## config.mk

```make
export PLATFORM = sky130hd
export DESIGN_NAME = weighted_grid_step
export DESIGN_NICKNAME = d
export VERILOG_FILES = /design/src/design/wgs_pkg.sv /design/src/design/wgs_div.sv /design/src/design/wgs_dp.sv /design/src/design/wgs_ctrl.sv /design/src/design/weighted_grid_step.sv
export SDC_FILE = /design/constraint.sdc
export NUM_CORES = 1
export LEC_CHECK = 0
export BUFFER_PORTS_ARGS = -buffer_cell sky130_fd_sc_hd__buf_2
export CORE_MARGIN = 5
export CORE_UTILIZATION = 30
export CTS_BUF_LIST = sky130_fd_sc_hd__clkbuf_4
export DETAILED_ROUTE_END_ITERATION = 16
export GPL_TIMING_DRIVEN = 1
export PLACE_DENSITY_LB_ADDON = 0.2
export SYNTH_ARGS = -nofsm -noshare
export SYNTH_HDL_FRONTEND = slang
export SYNTH_SLANG_ARGS = --single-unit
```

## constraint.sdc

```tcl
create_clock -name i_clk -period 9.02 [get_ports i_clk]
set_clock_uncertainty 0.1 [all_clocks]
set_input_delay 0.902 -clock i_clk [delete_from_list [all_inputs] [get_ports i_clk]]
set_output_delay 0.902 -clock i_clk [all_outputs]
set_load 0.05 [all_outputs]
```

## src/design/wgs_pkg.sv

```systemverilog
// ============================================================================
// wgs_pkg
// Shared types, field widths, codes and direction helpers of the weighted
// grid step block.
// ============================================================================
package wgs_pkg;

    localparam int CELL_W     = 20;
    localparam int RND_W      = 31;
    localparam int WFLD_W     = 16;
    localparam int ROW_OUT_W  = 10;
    localparam int COL_OUT_W  = 10;
    localparam int CODE_W     = 4;
    localparam int CFG_W      = 11;
    localparam int NUM_DIRS   = 9;
    localparam int APB_AW     = 3;
    localparam int APB_DW     = 32;

    localparam int IN_CELL_LSB = 0;
    localparam int IN_RND_LSB  = IN_CELL_LSB + CELL_W;
    localparam int IN_W_LSB    = IN_RND_LSB + RND_W;
    localparam int IN_TDATA_W  = ((IN_W_LSB + NUM_DIRS * WFLD_W + 7) / 8) * 8;
    localparam int OUT_TDATA_W = ((ROW_OUT_W + COL_OUT_W + CELL_W + 7) / 8) * 8;

    localparam logic [CFG_W-1:0] GRID_ROWS_RST = 11'd64;
    localparam logic [CFG_W-1:0] GRID_COLS_RST = 11'd64;

    localparam logic REG_GRID_ROWS = 1'b0;
    localparam logic REG_GRID_COLS = 1'b1;

    localparam logic CMD_PLACE = 1'b0;
    localparam logic CMD_MOVE  = 1'b1;

    typedef logic [CODE_W-1:0] t_dir;

    localparam t_dir DIR_UL = 4'd0;
    localparam t_dir DIR_U  = 4'd1;
    localparam t_dir DIR_UR = 4'd2;
    localparam t_dir DIR_L  = 4'd3;
    localparam t_dir DIR_S  = 4'd4;
    localparam t_dir DIR_R  = 4'd5;
    localparam t_dir DIR_DL = 4'd6;
    localparam t_dir DIR_D  = 4'd7;
    localparam t_dir DIR_DR = 4'd8;

    localparam logic [CODE_W-1:0] CODE_PLACE = 4'd0;

    typedef struct packed {
        logic capture;
        logic mul_area;
        logic div_start_place;
        logic sum1;
        logic div_start_move;
        logic set_place;
        logic dir_from_rem;
        logic scan;
        logic step;
        logic mul_cell;
        logic load_out;
    } t_dp_cmd;

    typedef struct packed {
        logic div_done;
        logic total_zero;
        logic scan_hit;
    } t_dp_stat;

    function automatic logic dir_up(input t_dir d);
        return (d == DIR_UL) || (d == DIR_U) || (d == DIR_UR);
    endfunction

    function automatic logic dir_down(input t_dir d);
        return (d == DIR_DL) || (d == DIR_D) || (d == DIR_DR);
    endfunction

    function automatic logic dir_left(input t_dir d);
        return (d == DIR_UL) || (d == DIR_L) || (d == DIR_DL);
    endfunction

    function automatic logic dir_right(input t_dir d);
        return (d == DIR_UR) || (d == DIR_R) || (d == DIR_DR);
    endfunction

endpackage

```

## src/design/wgs_div.sv

```systemverilog
// ============================================================================
// wgs_div
// Restoring divider that retires one quotient bit per cycle and returns
// both quotient and remainder.
// ============================================================================
module wgs_div #(
    parameter int DVD_W = 31,
    parameter int DVS_W = 20
) (
    input  logic             i_clk,
    input  logic             i_rst_n,
    input  logic             i_start,
    input  logic [DVD_W-1:0] i_dividend,
    input  logic [DVS_W-1:0] i_divisor,
    output logic             o_busy,
    output logic             o_done,
    output logic [DVD_W-1:0] o_quotient,
    output logic [DVS_W-1:0] o_remainder
);

    localparam int CNT_W = $clog2(DVD_W + 1);

    logic             r_busy;
    logic             r_done;
    logic [CNT_W-1:0] r_cnt;
    logic [DVD_W-1:0] r_quo;
    logic [DVS_W-1:0] r_rem;
    logic [DVS_W-1:0] r_dvs;
    logic [DVS_W:0]   w_shift;
    logic [DVS_W:0]   w_diff;
    logic             w_fit;

    assign w_shift = {r_rem, r_quo[DVD_W-1]};
    assign w_diff  = w_shift - {1'b0, r_dvs};
    assign w_fit   = ~w_diff[DVS_W];

    always_ff @(posedge i_clk) begin
        if (!i_rst_n) begin
            r_busy <= 1'b0;
            r_done <= 1'b0;
            r_cnt  <= '0;
        end else begin
            r_done <= 1'b0;
            if (i_start) begin
                r_busy <= 1'b1;
                r_cnt  <= CNT_W'(DVD_W);
            end else if (r_busy) begin
                r_cnt <= r_cnt - CNT_W'(1);
                if (r_cnt == CNT_W'(1)) begin
                    r_busy <= 1'b0;
                    r_done <= 1'b1;
                end
            end
        end
    end

    always_ff @(posedge i_clk) begin
        if (i_start) begin
            r_quo <= i_dividend;
            r_rem <= '0;
            r_dvs <= i_divisor;
        end else if (r_busy) begin
            r_quo <= {r_quo[DVD_W-2:0], w_fit};
            r_rem <= w_fit ? w_diff[DVS_W-1:0] : w_shift[DVS_W-1:0];
        end
    end

    assign o_busy      = r_busy;
    assign o_done      = r_done;
    assign o_quotient  = r_quo;
    assign o_remainder = r_rem;

endmodule

```

## src/design/wgs_dp.sv

```systemverilog
// ============================================================================
// wgs_dp
// Datapath: holds the item and the agent position, sums the weights, runs
// the shared divider, scans the running sums, steps and forms the result.
// ============================================================================
module wgs_dp #(
    parameter int MAX_DIM     = 1024,
    parameter int WEIGHT_BITS = 16
) (
    input  logic                                    i_clk,
    input  logic                                    i_rst_n,
    input  wgs_pkg::t_dp_cmd                        i_cmd,
    output wgs_pkg::t_dp_stat                       o_stat,
    input  logic [wgs_pkg::CFG_W-1:0]               i_grid_rows,
    input  logic [wgs_pkg::CFG_W-1:0]               i_grid_cols,
    input  logic [wgs_pkg::CELL_W-1:0]              i_cell_index,
    input  logic [wgs_pkg::RND_W-1:0]               i_random_word,
    input  logic [wgs_pkg::NUM_DIRS-1:0][wgs_pkg::WFLD_W-1:0] i_weights,
    output logic [wgs_pkg::ROW_OUT_W-1:0]           o_new_row,
    output logic [wgs_pkg::COL_OUT_W-1:0]           o_new_col,
    output logic [wgs_pkg::CELL_W-1:0]              o_new_cell,
    output logic [wgs_pkg::CODE_W-1:0]              o_move_code
);

    import wgs_pkg::*;

    localparam int DIM_W  = $clog2(MAX_DIM);
    localparam int DV_W   = $clog2(MAX_DIM + 1);
    localparam int WB_USE = (WEIGHT_BITS < WFLD_W) ? WEIGHT_BITS : WFLD_W;
    localparam int PART_W = WB_USE + 2;
    localparam int SUM_W  = WB_USE + 4;
    localparam int DIV_W  = (SUM_W > DV_W) ? SUM_W : DV_W;
    localparam int PROD_W = 2 * DV_W;
    localparam int CMP_W  = (PROD_W > CELL_W) ? PROD_W : CELL_W;

    function automatic logic [DV_W-1:0] eff_dim(input logic [CFG_W-1:0] v);
        if (v == '0) begin
            return DV_W'(1);
        end else if (32'(v) > 32'(MAX_DIM)) begin
            return DV_W'(MAX_DIM);
        end else begin
            return DV_W'(v);
        end
    endfunction

    logic [CELL_W-1:0] r_idx;
    logic [RND_W-1:0]  r_rnd;
    logic [WB_USE-1:0] r_w [NUM_DIRS];
    logic [PART_W-1:0] r_part [3];
    logic [SUM_W-1:0]  r_total;
    logic [SUM_W-1:0]  r_run;
    t_dir              r_dir;
    logic [PROD_W-1:0] r_prod;
    logic [DIM_W-1:0]  r_pos_row;
    logic [DIM_W-1:0]  r_pos_col;
    logic [CODE_W-1:0] r_code;
    logic [ROW_OUT_W-1:0] r_out_row;
    logic [COL_OUT_W-1:0] r_out_col;
    logic [CELL_W-1:0]    r_out_cell;
    logic [CODE_W-1:0]    r_out_code;

    logic [DV_W-1:0]   w_rows;
    logic [DV_W-1:0]   w_cols;
    logic [DV_W-1:0]   w_rows_m1;
    logic [DV_W-1:0]   w_cols_m1;
    logic [DV_W-1:0]   w_mul_a;
    logic [CMP_W-1:0]  w_last_x;
    logic [CMP_W-1:0]  w_idx_x;
    logic [CELL_W-1:0] w_idx_c;
    logic [SUM_W-1:0]  w_total;
    logic              w_div_start;
    logic [RND_W-1:0]  w_dividend;
    logic [DIV_W-1:0]  w_divisor;
    logic              w_div_busy;
    logic              w_div_done;
    logic [RND_W-1:0]  w_quo;
    logic [DIV_W-1:0]  w_rem;
    logic [SUM_W-1:0]  w_run_next;
    logic              w_scan_hit;
    logic [DV_W-1:0]   w_row_c;
    logic [DV_W-1:0]   w_col_c;
    logic [DV_W-1:0]   w_row_n;
    logic [DV_W-1:0]   w_col_n;
    logic [31:0]       w_cell_x;
    logic [31:0]       w_row_x;
    logic [31:0]       w_col_x;

    assign w_rows    = eff_dim(i_grid_rows);
    assign w_cols    = eff_dim(i_grid_cols);
    assign w_rows_m1 = w_rows - DV_W'(1);
    assign w_cols_m1 = w_cols - DV_W'(1);

    assign w_mul_a = i_cmd.mul_area ? w_rows : DV_W'(r_pos_row);

    assign w_last_x = CMP_W'(r_prod) - CMP_W'(1);
    assign w_idx_x  = CMP_W'(r_idx);
    assign w_idx_c  = (w_idx_x > w_last_x) ? w_last_x[CELL_W-1:0] : r_idx;

    assign w_total = SUM_W'(r_part[0]) + SUM_W'(r_part[1]) + SUM_W'(r_part[2]);

    assign w_div_start = i_cmd.div_start_place | i_cmd.div_start_move;
    assign w_dividend  = i_cmd.div_start_place ? RND_W'(w_idx_c) : r_rnd;

    always_comb begin
        if (i_cmd.div_start_place) begin
            w_divisor = DIV_W'(w_cols);
        end else if (w_total == '0) begin
            w_divisor = DIV_W'(NUM_DIRS);
        end else begin
            w_divisor = DIV_W'(w_total);
        end
    end

    wgs_div #(
        .DVD_W(RND_W),
        .DVS_W(DIV_W)
    ) u_div (
        .i_clk      (i_clk),
        .i_rst_n    (i_rst_n),
        .i_start    (w_div_start),
        .i_dividend (w_dividend),
        .i_divisor  (w_divisor),
        .o_busy     (w_div_busy),
        .o_done     (w_div_done),
        .o_quotient (w_quo),
        .o_remainder(w_rem)
    );

    assign w_run_next = r_run + SUM_W'(r_w[r_dir]);
    assign w_scan_hit = (DIV_W'(w_run_next) > w_rem) || (r_dir == DIR_DR);

    assign w_row_c = (DV_W'(r_pos_row) > w_rows_m1) ? w_rows_m1 : DV_W'(r_pos_row);
    assign w_col_c = (DV_W'(r_pos_col) > w_cols_m1) ? w_cols_m1 : DV_W'(r_pos_col);

    always_comb begin
        if (dir_up(r_dir) && (w_row_c != '0)) begin
            w_row_n = w_row_c - DV_W'(1);
        end else if (dir_down(r_dir) && (w_row_c != w_rows_m1)) begin
            w_row_n = w_row_c + DV_W'(1);
        end else begin
            w_row_n = w_row_c;
        end
        if (dir_left(r_dir) && (w_col_c != '0)) begin
            w_col_n = w_col_c - DV_W'(1);
        end else if (dir_right(r_dir) && (w_col_c != w_cols_m1)) begin
            w_col_n = w_col_c + DV_W'(1);
        end else begin
            w_col_n = w_col_c;
        end
    end

    assign w_cell_x = 32'(r_prod) + 32'(r_pos_col);
    assign w_row_x  = 32'(r_pos_row);
    assign w_col_x  = 32'(r_pos_col);

    always_ff @(posedge i_clk) begin
        if (!i_rst_n) begin
            r_pos_row <= '0;
            r_pos_col <= '0;
        end else if (i_cmd.set_place) begin
            r_pos_row <= w_quo[DIM_W-1:0];
            r_pos_col <= w_rem[DIM_W-1:0];
        end else if (i_cmd.step) begin
            r_pos_row <= w_row_n[DIM_W-1:0];
            r_pos_col <= w_col_n[DIM_W-1:0];
        end
    end

    always_ff @(posedge i_clk) begin
        if (i_cmd.capture) begin
            r_idx  <= i_cell_index;
            r_rnd  <= i_random_word;
            r_code <= CODE_PLACE;
            for (int k = 0; k < NUM_DIRS; k++) begin
                r_w[k] <= i_weights[k][WB_USE-1:0];
            end
        end
        if (i_cmd.mul_area || i_cmd.mul_cell) begin
            r_prod <= PROD_W'(w_mul_a) * PROD_W'(w_cols);
        end
        if (i_cmd.sum1) begin
            for (int k = 0; k < 3; k++) begin
                r_part[k] <= PART_W'(r_w[3*k]) + PART_W'(r_w[3*k+1]) + PART_W'(r_w[3*k+2]);
            end
        end
        if (i_cmd.div_start_move) begin
            r_total <= w_total;
            r_run   <= '0;
            r_dir   <= DIR_UL;
        end
        if (i_cmd.dir_from_rem) begin
            r_dir <= w_rem[CODE_W-1:0];
        end
        if (i_cmd.scan && !w_scan_hit) begin
            r_run <= w_run_next;
            r_dir <= r_dir + CODE_W'(1);
        end
        if (i_cmd.step) begin
            r_code <= CODE_W'(r_dir) + CODE_W'(1);
        end
        if (i_cmd.load_out) begin
            r_out_row  <= w_row_x[ROW_OUT_W-1:0];
            r_out_col  <= w_col_x[COL_OUT_W-1:0];
            r_out_cell <= w_cell_x[CELL_W-1:0];
            r_out_code <= r_code;
        end
    end

    assign o_stat.div_done   = w_div_done;
    assign o_stat.total_zero = (r_total == '0);
    assign o_stat.scan_hit   = w_scan_hit;

    assign o_new_row   = r_out_row;
    assign o_new_col   = r_out_col;
    assign o_new_cell  = r_out_cell;
    assign o_move_code = r_out_code;

    a_div_start_idle: assert property (@(posedge i_clk) disable iff (!i_rst_n)
        w_div_start |-> !w_div_busy)
        else $error("Divider restarted while busy.");

    a_mod9_range: assert property (@(posedge i_clk) disable iff (!i_rst_n)
        i_cmd.dir_from_rem |-> (w_rem < DIV_W'(NUM_DIRS)))
        else $error("Fallback direction out of range.");

    a_run_bounded: assert property (@(posedge i_clk) disable iff (!i_rst_n)
        i_cmd.scan |-> (w_run_next <= r_total))
        else $error("Running weight sum exceeds the total.");

    a_pos_in_grid: assert property (@(posedge i_clk) disable iff (!i_rst_n)
        (i_cmd.step || i_cmd.set_place) |=>
            ((DV_W'(r_pos_row) < w_rows) && (DV_W'(r_pos_col) < w_cols)))
        else $error("Agent position left the grid.");

endmodule

```

## src/design/wgs_ctrl.sv

```systemverilog
// ============================================================================
// wgs_ctrl
// Controller: sequences place and move commands through the datapath and
// owns the input and output handshakes.
// ============================================================================
module wgs_ctrl (
    input  logic               i_clk,
    input  logic               i_rst_n,
    input  logic               i_in_valid,
    output logic               o_in_ready,
    input  logic               i_in_cmd,
    output logic               o_out_valid,
    input  logic               i_out_ready,
    output wgs_pkg::t_dp_cmd   o_cmd,
    input  wgs_pkg::t_dp_stat  i_stat
);

    import wgs_pkg::*;

    localparam logic [3:0] ST_IDLE     = 4'd0;
    localparam logic [3:0] ST_PL_MUL   = 4'd1;
    localparam logic [3:0] ST_PL_CLAMP = 4'd2;
    localparam logic [3:0] ST_MV_SUM1  = 4'd3;
    localparam logic [3:0] ST_MV_SUM2  = 4'd4;
    localparam logic [3:0] ST_DIV      = 4'd5;
    localparam logic [3:0] ST_PL_SET   = 4'd6;
    localparam logic [3:0] ST_MV_MOD9  = 4'd7;
    localparam logic [3:0] ST_MV_SCAN  = 4'd8;
    localparam logic [3:0] ST_MV_STEP  = 4'd9;
    localparam logic [3:0] ST_CELL_MUL = 4'd10;
    localparam logic [3:0] ST_DONE     = 4'd11;

    logic [3:0] r_state;
    logic [3:0] n_state;
    logic       r_is_move;
    logic       r_out_valid;

    always_comb begin
        o_cmd   = '0;
        n_state = r_state;
        unique case (r_state)
            ST_IDLE: begin
                if (i_in_valid) begin
                    o_cmd.capture = 1'b1;
                    n_state = (i_in_cmd == CMD_MOVE) ? ST_MV_SUM1 : ST_PL_MUL;
                end
            end
            ST_PL_MUL: begin
                o_cmd.mul_area = 1'b1;
                n_state = ST_PL_CLAMP;
            end
            ST_PL_CLAMP: begin
                o_cmd.div_start_place = 1'b1;
                n_state = ST_DIV;
            end
            ST_MV_SUM1: begin
                o_cmd.sum1 = 1'b1;
                n_state = ST_MV_SUM2;
            end
            ST_MV_SUM2: begin
                o_cmd.div_start_move = 1'b1;
                n_state = ST_DIV;
            end
            ST_DIV: begin
                if (i_stat.div_done) begin
                    if (!r_is_move) begin
                        n_state = ST_PL_SET;
                    end else if (i_stat.total_zero) begin
                        n_state = ST_MV_MOD9;
                    end else begin
                        n_state = ST_MV_SCAN;
                    end
                end
            end
            ST_PL_SET: begin
                o_cmd.set_place = 1'b1;
                n_state = ST_CELL_MUL;
            end
            ST_MV_MOD9: begin
                o_cmd.dir_from_rem = 1'b1;
                n_state = ST_MV_STEP;
            end
            ST_MV_SCAN: begin
                o_cmd.scan = 1'b1;
                if (i_stat.scan_hit) begin
                    n_state = ST_MV_STEP;
                end
            end
            ST_MV_STEP: begin
                o_cmd.step = 1'b1;
                n_state = ST_CELL_MUL;
            end
            ST_CELL_MUL: begin
                o_cmd.mul_cell = 1'b1;
                n_state = ST_DONE;
            end
            ST_DONE: begin
                if (!r_out_valid || i_out_ready) begin
                    o_cmd.load_out = 1'b1;
                    n_state = ST_IDLE;
                end
            end
            default: begin
                n_state = ST_IDLE;
            end
        endcase
    end

    always_ff @(posedge i_clk) begin
        if (!i_rst_n) begin
            r_state     <= ST_IDLE;
            r_is_move   <= 1'b0;
            r_out_valid <= 1'b0;
        end else begin
            r_state <= n_state;
            if (o_cmd.capture) begin
                r_is_move <= i_in_cmd;
            end
            if (o_cmd.load_out) begin
                r_out_valid <= 1'b1;
            end else if (i_out_ready) begin
                r_out_valid <= 1'b0;
            end
        end
    end

    assign o_in_ready  = (r_state == ST_IDLE);
    assign o_out_valid = r_out_valid;

    a_no_overwrite: assert property (@(posedge i_clk) disable iff (!i_rst_n)
        o_cmd.load_out |-> (!r_out_valid || i_out_ready))
        else $error("Result register overwritten before its beat was taken.");

endmodule

```

## src/design/weighted_grid_step.sv

```systemverilog
// ============================================================================
// weighted_grid_step
// Keeps one agent's row and column on a grid of grid_rows by grid_cols cells.
// A place beat (tuser 0) moves the agent to a row-major cell index, saturated
// to the last cell; a move beat (tuser 1) picks one of nine neighbor
// directions by roulette-wheel selection over the weights (random_word mod
// the weight total, or mod 9 when all weights are zero) and steps one cell,
// clamped at the grid edges. Every beat in gives exactly one beat out. One
// command is worked on at a time; the next is taken once the result sits in
// the output register, even if that beat has not been taken yet. Both kinds
// run through the 31-step shared divider; a move with a nonzero weight total
// then scans up to nine running sums. Registers: grid_rows at address 0,
// grid_cols at address 4.
// ============================================================================
module weighted_grid_step #(
    parameter int MAX_DIM     = 1024,
    parameter int WEIGHT_BITS = 16
) (
    input  logic                               i_clk,
    input  logic                               i_rst_n,
    input  logic                               psel,
    input  logic                               penable,
    input  logic                               pwrite,
    input  logic [wgs_pkg::APB_AW-1:0]         paddr,
    input  logic [wgs_pkg::APB_DW-1:0]         pwdata,
    output logic [wgs_pkg::APB_DW-1:0]         prdata,
    output logic                               pready,
    input  logic                               s_tvalid,
    output logic                               s_tready,
    // cell_index, random_word, weight_up_left .. weight_down_right, zero fill
    input  logic [wgs_pkg::IN_TDATA_W-1:0]     s_tdata,
    // cmd
    input  logic                               s_tuser,
    output logic                               m_tvalid,
    input  logic                               m_tready,
    // new_row, new_col, new_cell
    output logic [wgs_pkg::OUT_TDATA_W-1:0]    m_tdata,
    // move_code
    output logic [wgs_pkg::CODE_W-1:0]         m_tuser
);

    import wgs_pkg::*;

    logic [CFG_W-1:0]     r_grid_rows;
    logic [CFG_W-1:0]     r_grid_cols;
    logic                 w_cfg_wr;
    logic                 w_reg_sel;
    t_dp_cmd              w_cmd;
    t_dp_stat             w_stat;
    logic [ROW_OUT_W-1:0] w_new_row;
    logic [COL_OUT_W-1:0] w_new_col;
    logic [CELL_W-1:0]    w_new_cell;

    assign pready    = 1'b1;
    assign w_reg_sel = paddr[2];
    assign w_cfg_wr  = psel & penable & pwrite & pready;

    always_ff @(posedge i_clk) begin
        if (!i_rst_n) begin
            r_grid_rows <= GRID_ROWS_RST;
            r_grid_cols <= GRID_COLS_RST;
        end else if (w_cfg_wr) begin
            if (w_reg_sel == REG_GRID_ROWS) begin
                r_grid_rows <= pwdata[CFG_W-1:0];
            end else begin
                r_grid_cols <= pwdata[CFG_W-1:0];
            end
        end
    end

    assign prdata = (w_reg_sel == REG_GRID_ROWS) ? APB_DW'(r_grid_rows) : APB_DW'(r_grid_cols);

    wgs_ctrl u_ctrl (
        .i_clk      (i_clk),
        .i_rst_n    (i_rst_n),
        .i_in_valid (s_tvalid),
        .o_in_ready (s_tready),
        .i_in_cmd   (s_tuser),
        .o_out_valid(m_tvalid),
        .i_out_ready(m_tready),
        .o_cmd      (w_cmd),
        .i_stat     (w_stat)
    );

    wgs_dp #(
        .MAX_DIM    (MAX_DIM),
        .WEIGHT_BITS(WEIGHT_BITS)
    ) u_dp (
        .i_clk        (i_clk),
        .i_rst_n      (i_rst_n),
        .i_cmd        (w_cmd),
        .o_stat       (w_stat),
        .i_grid_rows  (r_grid_rows),
        .i_grid_cols  (r_grid_cols),
        .i_cell_index (s_tdata[IN_CELL_LSB +: CELL_W]),
        .i_random_word(s_tdata[IN_RND_LSB +: RND_W]),
        .i_weights    (s_tdata[IN_W_LSB +: NUM_DIRS * WFLD_W]),
        .o_new_row    (w_new_row),
        .o_new_col    (w_new_col),
        .o_new_cell   (w_new_cell),
        .o_move_code  (m_tuser)
    );

    assign m_tdata = OUT_TDATA_W'({w_new_cell, w_new_col, w_new_row});

endmodule

```

==> flow_metrics.py, run 1 <==
metrics = {
    "route": {
        "drt_iter0_markers": 1178,
        "drt.antenna.violating_nets": 0,
        "vias": 26270,
        "avgRoutedWirePerCell_microns": 18.40,
        "drc": 0,
        "firstDrtPassIters": 7,
        "wl_met2_mm": 48.05,
        "wl_met3_mm": 5.185,
        "finalWirelength_mm": 99.62,
        "viasPerCell": 4.853,
        "top_layer_used": "met4",
        "drt-met1-wl_mm": 43.74,
    },
    "power_and_ir_drop": {
        "p_per_area_nw_per_um2": 325.6,
        "ir_drop_v": 0.0001753,
        "leakagePower_nw": 16.48,
        "power.total_mw": 13.28,
    },
    "hold_path": {
        "holdPathStages": 2,
        "min_from": "i_rst_n",
        "hold_path.class": "primary input to flop",
        "hold_end": "r_grid_cols[6]$_SDFFE_PN1P_",
    },
    "floorplanning": {
        "die_x_microns": 345.3,
        "die_h_microns": 345.3,
        "core_sq_um": 112000,
        "rows": 123,
        "start_util": 0.3011,
        "num_io_pins": 322,
        "dieArea_sq_um": 119200,
    },
    "sta": {
        "min_period_ns": 7.947,
        "worst_pin_slew_ns": 1.143,
        "hold_slack_ns": 0.1451,
        "relSlewSlack": 0.2367,
        "fin_tns_setup_ns": 0,
        "final-hold-violation-count": 0,
        "finalSetupViolCount": 0,
        "slew_viol_final": 0,
        "fmax_ghz": 0.1258,
        "finalCritPeriodShare": 0.8811,
        "grt_setup_unrepaired": "no",
    },
    "synthesis": {
        "synth_ff_type": "edfxtp_1",
        "postSynthCellCount": 3247,
        "ys_seq_area_frac": 0.4155,
        "synth_common_cells": "edfxtp_1, nand2_1, ha_1, inv_1, nor2_1",
        "synth.area.top_cells": "edfxtp_1, ha_1, fa_1, dfxtp_1, xnor2_1",
        "ys_seq_elements": 493,
        "synth_edf_count": 414,
        "syn_area_per_cell_sq_um": 10.39,
        "yosysWarnings": 0,
        "synth_most_common_cell": "edfxtp_1",
        "synth.cell_area_sq_um": 33730,
        "synthArstFlopShare": 0,
        "synth_top_cell_area_share": 0.3686,
        "yosys.area.top_type": "edfxtp_1",
        "yosysUniqueCellTypes": 94,
    },
    "setup_path": {
        "r2r_end": "u_dp.r_prod[21]$_DFFE_PP_",
        "rrSetupSlack_ns": 1.07,
        "critPathRequiredTime_ns": 9.62,
        "path_max_fanout": 19,
        "worstRegToRegCells": 23,
        "reg2reg_from": "u_ctrl.r_state[0]$_SDFFE_PN0P_",
        "end_kind": "flop",
        "arrival_ns": 8.55,
        "worstSetupStartpointType": "flop",
        "path_class": "flop to flop",
    },
    "global_route": {
        "antenna_found_initial": 3,
        "overflow": 0,
        "grt_max_degree": 134,
        "grt_first_pass_wirelength_mm": 153.8,
        "grt_pass1_vias": 26950,
        "grtUsageTotal": 0.1637,
    },
    "clock_tree": {
        "htreeDepth": 4,
        "clk_pin_slew_worst_paths_ns": 0.06,
        "cts_tree": "built",
        "cts-resized-gates": 0,
        "cts_sinks": 493,
        "root_buffer": "clkbuf_4",
        "postCtsSetupBuffers": 0,
        "clk_latency_ns": 1.03,
        "numCtsBuffers": 148,
        "cts_buffer_depth": 3,
        "cts_hold_buf": 207,
    },
    "run_status": {
        "status": "complete, no violations",
    },
    "job": {
        "maxCapViolCount": 0,
    },
    "layout": {
        "seqCellArea_sq_um": 14020,
        "synthToLayoutAreaGrowth_pct": 20.91,
        "nets": 4437,
        "multi_input_area_sq_um": 18260,
        "drive_gt1_frac": 0.1641,
        "fill_cells": 11410,
    },
    "placed_design": {
        "gp_congestion": 0.8752,
        "numPortBuffers": 271,
        "hpwl_mm": 75.81,
    },
}
cell families after synthesis:
logic type      after synthesis  share of synthesized area
simple gates                931                     0.1322
compound gates              724                     0.1369
flops                       493                     0.4155
fa+ha+maj                   400                     0.1724
buf+inv                     392                    0.04730
xor+xnor                    213                    0.05575
mux                          92                    0.03973
other cells                   2                  0.0002227
critical path, stage by stage, from the launching register on:
cell and delay, ns:
dfxtp_1 0.62, nand2b_1 0.24, or3_1 0.63, buf_4 0.29
o21ai_0 0.70, nand2_1 0.19, fa_1 0.48, fa_1 0.52
fa_1 0.51, inv_1 0.06, fa_1 0.52, inv_1 0.05
fa_1 0.53, inv_1 0.04, ha_1 0.30, or2_2 0.29
a21oi_1 0.14, a31oi_1 0.10, a41oi_1 0.33, a2111oi_0 0.18
o21a_1 0.22, o21a_1 0.18, o41ai_1 0.32, xnor2_1 0.12
cell type report:
cell class	instances	area share
Multi-Input combinational cell	2382	0.4477
Sequential cell	493	0.3437
Timing Repair Buffer	513	0.09050
Tap cell	1500	0.04602
Clock buffer	212	0.03902
Inverter	256	0.02375
Clock inverter	51	0.008928
Antenna cell	6	0.0003682
metal layers:
| layer | up-vias | global-route usage |
|---|---|---|
| met1 | 12590 | 0.2071 |
| met2 | 657 | 0.2780 |
| li1 | 12880 | - |
| met5 | - | 0 |
| met4 | 0 | 0.05510 |
| met3 | 137 | 0.03558 |
sequential cells by signal, indices dropped and copies added (netlist names), 22 cells and up, named ones only:
register,cells
u_dp.r_rnd,31
u_dp.r_part,54
u_dp.r_w,144
u_dp.u_div.o_quotient,31
u_dp.r_prod,22
stage by stage:
stage	util	setup slack, ns	instance area [sq um]	instances
floorplan	-	2.134	33800	3267
global placement	0.3279	1.286	36740	4937
detailed placement	0.3279	1.202	36740	4937
CTS	0.3639	1.181	40770	5407
global route	0.3640	0.6254	40780	5413
finish	0.3640	1.073	40780	5413
how the worst max path moves through the flow:
| stage | slack (ns) | endpoint | start | cells past startpoint |
|---|---|---|---|---|
| final | 1.07 | u_dp.r_prod[21]$_DFFE_PP_ | u_ctrl.r_state[0]$_SDFFE_PN0P_ | 23 |
| after floorplan | 2.13 | u_dp.r_idx[0]$_DFFE_PP_ | u_ctrl.r_state[0]$_SDFFE_PN0P_ | 4 |
| after CTS | 1.18 | u_dp.r_prod[21]$_DFFE_PP_ | u_ctrl.r_state[0]$_SDFFE_PN0P_ | 22 |
| after global placement | 1.29 | u_dp.r_prod[21]$_DFFE_PP_ | u_ctrl.r_state[0]$_SDFFE_PN0P_ | 25 |
| after global routing | 0.63 | u_dp.r_prod[21]$_DFFE_PP_ | u_ctrl.r_state[0]$_SDFFE_PN0P_ | 23 |
| after detailed placement | 1.20 | u_dp.r_prod[21]$_DFFE_PP_ | u_ctrl.r_state[0]$_SDFFE_PN0P_ | 22 |
placed cells by master (no fill, tap or decap), types with 44 or more instances in the layout:
master | netlist | layout
xor2_1 | 54 | 54
a21o_1 | 44 | 44
mux2i_1 | 45 | 45
nand2_1 | 306 | 306
edfxtp_1 | 414 | 414
nor3_1 | 68 | 66
clkbuf_4 | 0 | 212
fa_1 | 108 | 108
nand3_1 | 58 | 58
o21ai_0 | 150 | 150
dlygate4sd3_1 | 0 | 207
buf_2 | 9 | 271
xnor2_1 | 157 | 156
inv_1 | 254 | 253
dfxtp_1 | 79 | 77
nor2_1 | 227 | 223
a21oi_1 | 214 | 214
nor2b_1 | 50 | 50
ha_1 | 292 | 292
power by group:
part | switching, mW | internal [mW] | total [mW]
clock network | 1.02 | 1.23 | 2.25
registers | 0.459 | 3.54 | 4.00
logic | 4.13 | 2.90 | 7.03
total | 5.61 | 7.67 | 13.3
Note: power is estimated with default switching activity, not from simulation.
==> run 2: changes to the inputs <==
--- a/config.mk
+++ b/config.mk
@@ -7,7 +7,7 @@
 export LEC_CHECK = 0
 export BUFFER_PORTS_ARGS = -buffer_cell sky130_fd_sc_hd__buf_2
 export CORE_MARGIN = 5
-export CORE_UTILIZATION = 30
+export CORE_UTILIZATION = 55
 export CTS_BUF_LIST = sky130_fd_sc_hd__clkbuf_4
 export DETAILED_ROUTE_END_ITERATION = 16
 export GPL_TIMING_DRIVEN = 1
==> constraint.sdc (replaced) <==
create_clock -name i_clk -period 8.4 [get_ports i_clk]
set_clock_uncertainty 0.1 [all_clocks]
set_input_delay 0.84 -clock i_clk [delete_from_list [all_inputs] [get_ports i_clk]]
set_output_delay 0.84 -clock i_clk [all_outputs]
set_load 0.05 [all_outputs]
==> run 2 against run 1 <==
  * Count of clock-buffer cells in the layout is 26 lower
  * Routed wire length is 3.5% lower
  * First-iteration DRC count is 86% higher
  * Sequential cell count stayed put
  * Non-clock buffer count stayed put
  * Combinational power is 8.7% higher
  * Largest cell class unchanged
==> flow_metrics.py, run 2 (synthesis gave the netlist of run 1 again) <==
metrics = {
    "route": {
        "avgRoutedWirePerCell_microns": 20.58,
        "top_layer_used": "met4",
        "vias": 27550,
        "drt.antenna.violating_nets": 0,
        "firstDrtPassIters": 7,
        "wl_met2_mm": 49.36,
        "viasPerCell": 5.897,
        "drt-met1-wl_mm": 36.56,
        "wl_met3_mm": 6.102,
        "drt_iter0_markers": 2187,
        "drc": 0,
        "finalWirelength_mm": 96.14,
    },
    "clock_tree": {
        "htreeDepth": 4,
        "cts_tree": "built",
        "root_buffer": "clkbuf_4",
        "clk_pin_slew_worst_paths_ns": 0.06,
        "cts-resized-gates": 0,
        "clk_latency_ns": 0.99,
        "cts_sinks": 493,
        "numCtsBuffers": 135,
        "cts_buffer_depth": 3,
    },
    "layout": {
        "fill_cells": 4743,
        "nets": 4424,
        "final_cell_mix": "edfxtp_1, nand2_1, ha_1, buf_2, inv_1",
        "largest_reg_flops": 144,
        "synthToLayoutAreaGrowth_pct": 17.82,
        "final_util": 0.6560,
        "final_common_cell": "edfxtp_1",
        "drive_gt1_frac": 0.1585,
        "final-instance-count-excl-fill": 4672,
        "largest-register": "u_dp.r_w",
        "final_area_sq_um": 39740,
        "multi_input_area_sq_um": 18260,
        "seqCellArea_sq_um": 14010,
        "reg_top3": "u_dp.r_w: 144 flops, u_dp.r_part: 54 flops",
    },
    "floorplanning": {
        "start_util": 0.5568,
        "rows": 90,
        "die_x_microns": 257.6,
        "num_io_pins": 322,
        "die_h_microns": 257.6,
        "core_sq_um": 60580,
        "dieArea_sq_um": 66380,
    },
    "sta": {
        "finalCritPeriodShare": 0.9400,
        "fin_tns_setup_ns": 0,
        "fin_ws_ns": 0.5038,
        "final-hold-violation-count": 0,
        "slew_viol_final": 0,
        "hold_slack_ns": 0.1362,
        "finalSetupViolCount": 0,
        "worst_pin_slew_ns": 1.171,
        "min_period_ns": 7.896,
        "grt_setup_unrepaired": "no",
        "relSlewSlack": 0.2178,
        "fmax_ghz": 0.1266,
    },
    "global_route": {
        "grtUsageTotal": 0.2825,
        "antenna_found_initial": 9,
        "grt_pass1_vias": 28210,
        "overflow": 0,
        "grt_max_degree": 114,
        "grt_first_pass_wirelength_mm": 149.7,
    },
    "placed_design": {
        "gp_congestion": 0.9600,
        "numPortBuffers": 271,
        "place_ws_ns": 0.5977,
        "hpwl_mm": 68.97,
        "placed_cell_area_sq_um": 35840,
        "dp_cells": 4219,
    },
    "job": {
        "maxCapViolCount": 0,
    },
    "setup_path": {
        "end_kind": "flop",
        "worstSetupStartpointType": "flop",
        "crit_path_cell_trace": "nand2b_1, or3_1, o21ai_0, nand2_1, fa_1, fa_1, fa_1, inv_1, fa_1, inv_1, fa_1, inv_1, ha_1, or2_2, a21oi_1, a31oi_1, a41oi_1, a2111oi_0, o21a_1, o21a_1, o41ai_1, xnor2_1",
        "arrival_ns": 8.49,
        "crit_slowest_cell": "o21ai_0",
        "path_class": "flop to flop",
        "critPathRequiredTime_ns": 8.99,
        "path_max_fanout": 14,
        "max_stage_delay_ns": 0.84,
        "crit_path_frequent_cell": "fa_1",
    },
    "hold_path": {
        "hold_path.class": "primary input to flop",
    },
    "power_and_ir_drop": {
        "leakagePower_nw": 16.38,
        "power.total_mw": 14.29,
        "p_per_area_nw_per_um2": 359.7,
        "ir_drop_v": 0.0003060,
    },
    "run_status": {
        "status": "complete, no violations",
    },
}
run 2: changes by cell type in the layout (fill, tap and decap cells not counted), sizes merged:
| cell | before | now |
|---|---|---|
| clkbuf | 212 | 186 |
| diode | 6 | 11 |
| inv | 263 | 261 |
| bufinv | 5 | 6 |
| clkinvlp | 2 | 1 |
run 2: timing repair:
| action | 4_1_cts | 5_1_grt |
|---|---|---|
| buffers inserted | 0 | 0 |
| hold buffers | 207 | 0 |
| endpoints found under the hold margin | 218 | 0 |
run 2: final cells by class:
| class | instances | share of cell area |
|---|---|---|
| Clock inverter | 49 | 0.01033 |
| Timing Repair Buffer | 513 | 0.09288 |
| Sequential cell | 493 | 0.3526 |
| Antenna cell | 11 | 0.0006926 |
| Multi-Input combinational cell | 2382 | 0.4593 |
| Tap cell | 782 | 0.02462 |
| Inverter | 256 | 0.02437 |
| Clock buffer | 186 | 0.03514 |
run 2: metal layers:
layer  GRT usage  up-vias
met5           0        -
met4      0.1325        0
met3     0.04924      257
met2      0.5071     1125
met1      0.3298    13310
li1            -    12850
run 2: final timing paths:
check                                               startpoint                               to  slack [ns]  cells after the start
worst max-delay path            u_ctrl.r_state[0]$_SDFFE_PN0P_        u_dp.r_prod[21]$_DFFE_PP_        0.50                     22
worst min-delay path                                  m_tready  u_ctrl.o_out_valid$_SDFFE_PN0P_        0.14                      3
worst max register to register  u_ctrl.r_state[0]$_SDFFE_PN0P_        u_dp.r_prod[21]$_DFFE_PP_        0.50                     22
worst min register to register    u_dp.r_code[2]$_SDFFCE_PN0P_    u_dp.o_move_code[2]$_DFFE_PP_        0.31                      0
run 2: power breakdown:
part           internal [mW]  switching, mW  leakage (nW)
logic                   3.14           4.50          10.8
clock network           1.23           1.11          1.06
registers               3.80          0.519          4.51
total                   8.17           6.13          16.4
run 2: critical path, delay by kind of cell (launching register included):
family                     cells  cell delay, ns
and+or+nand+nor                4            1.10
buffers and inverters          3            0.16
xor gates and xnor gates       1            0.14
adders and majority gates      6            2.92
AOI/OAI and AO/OA              8            2.57
DFF                            1            0.62
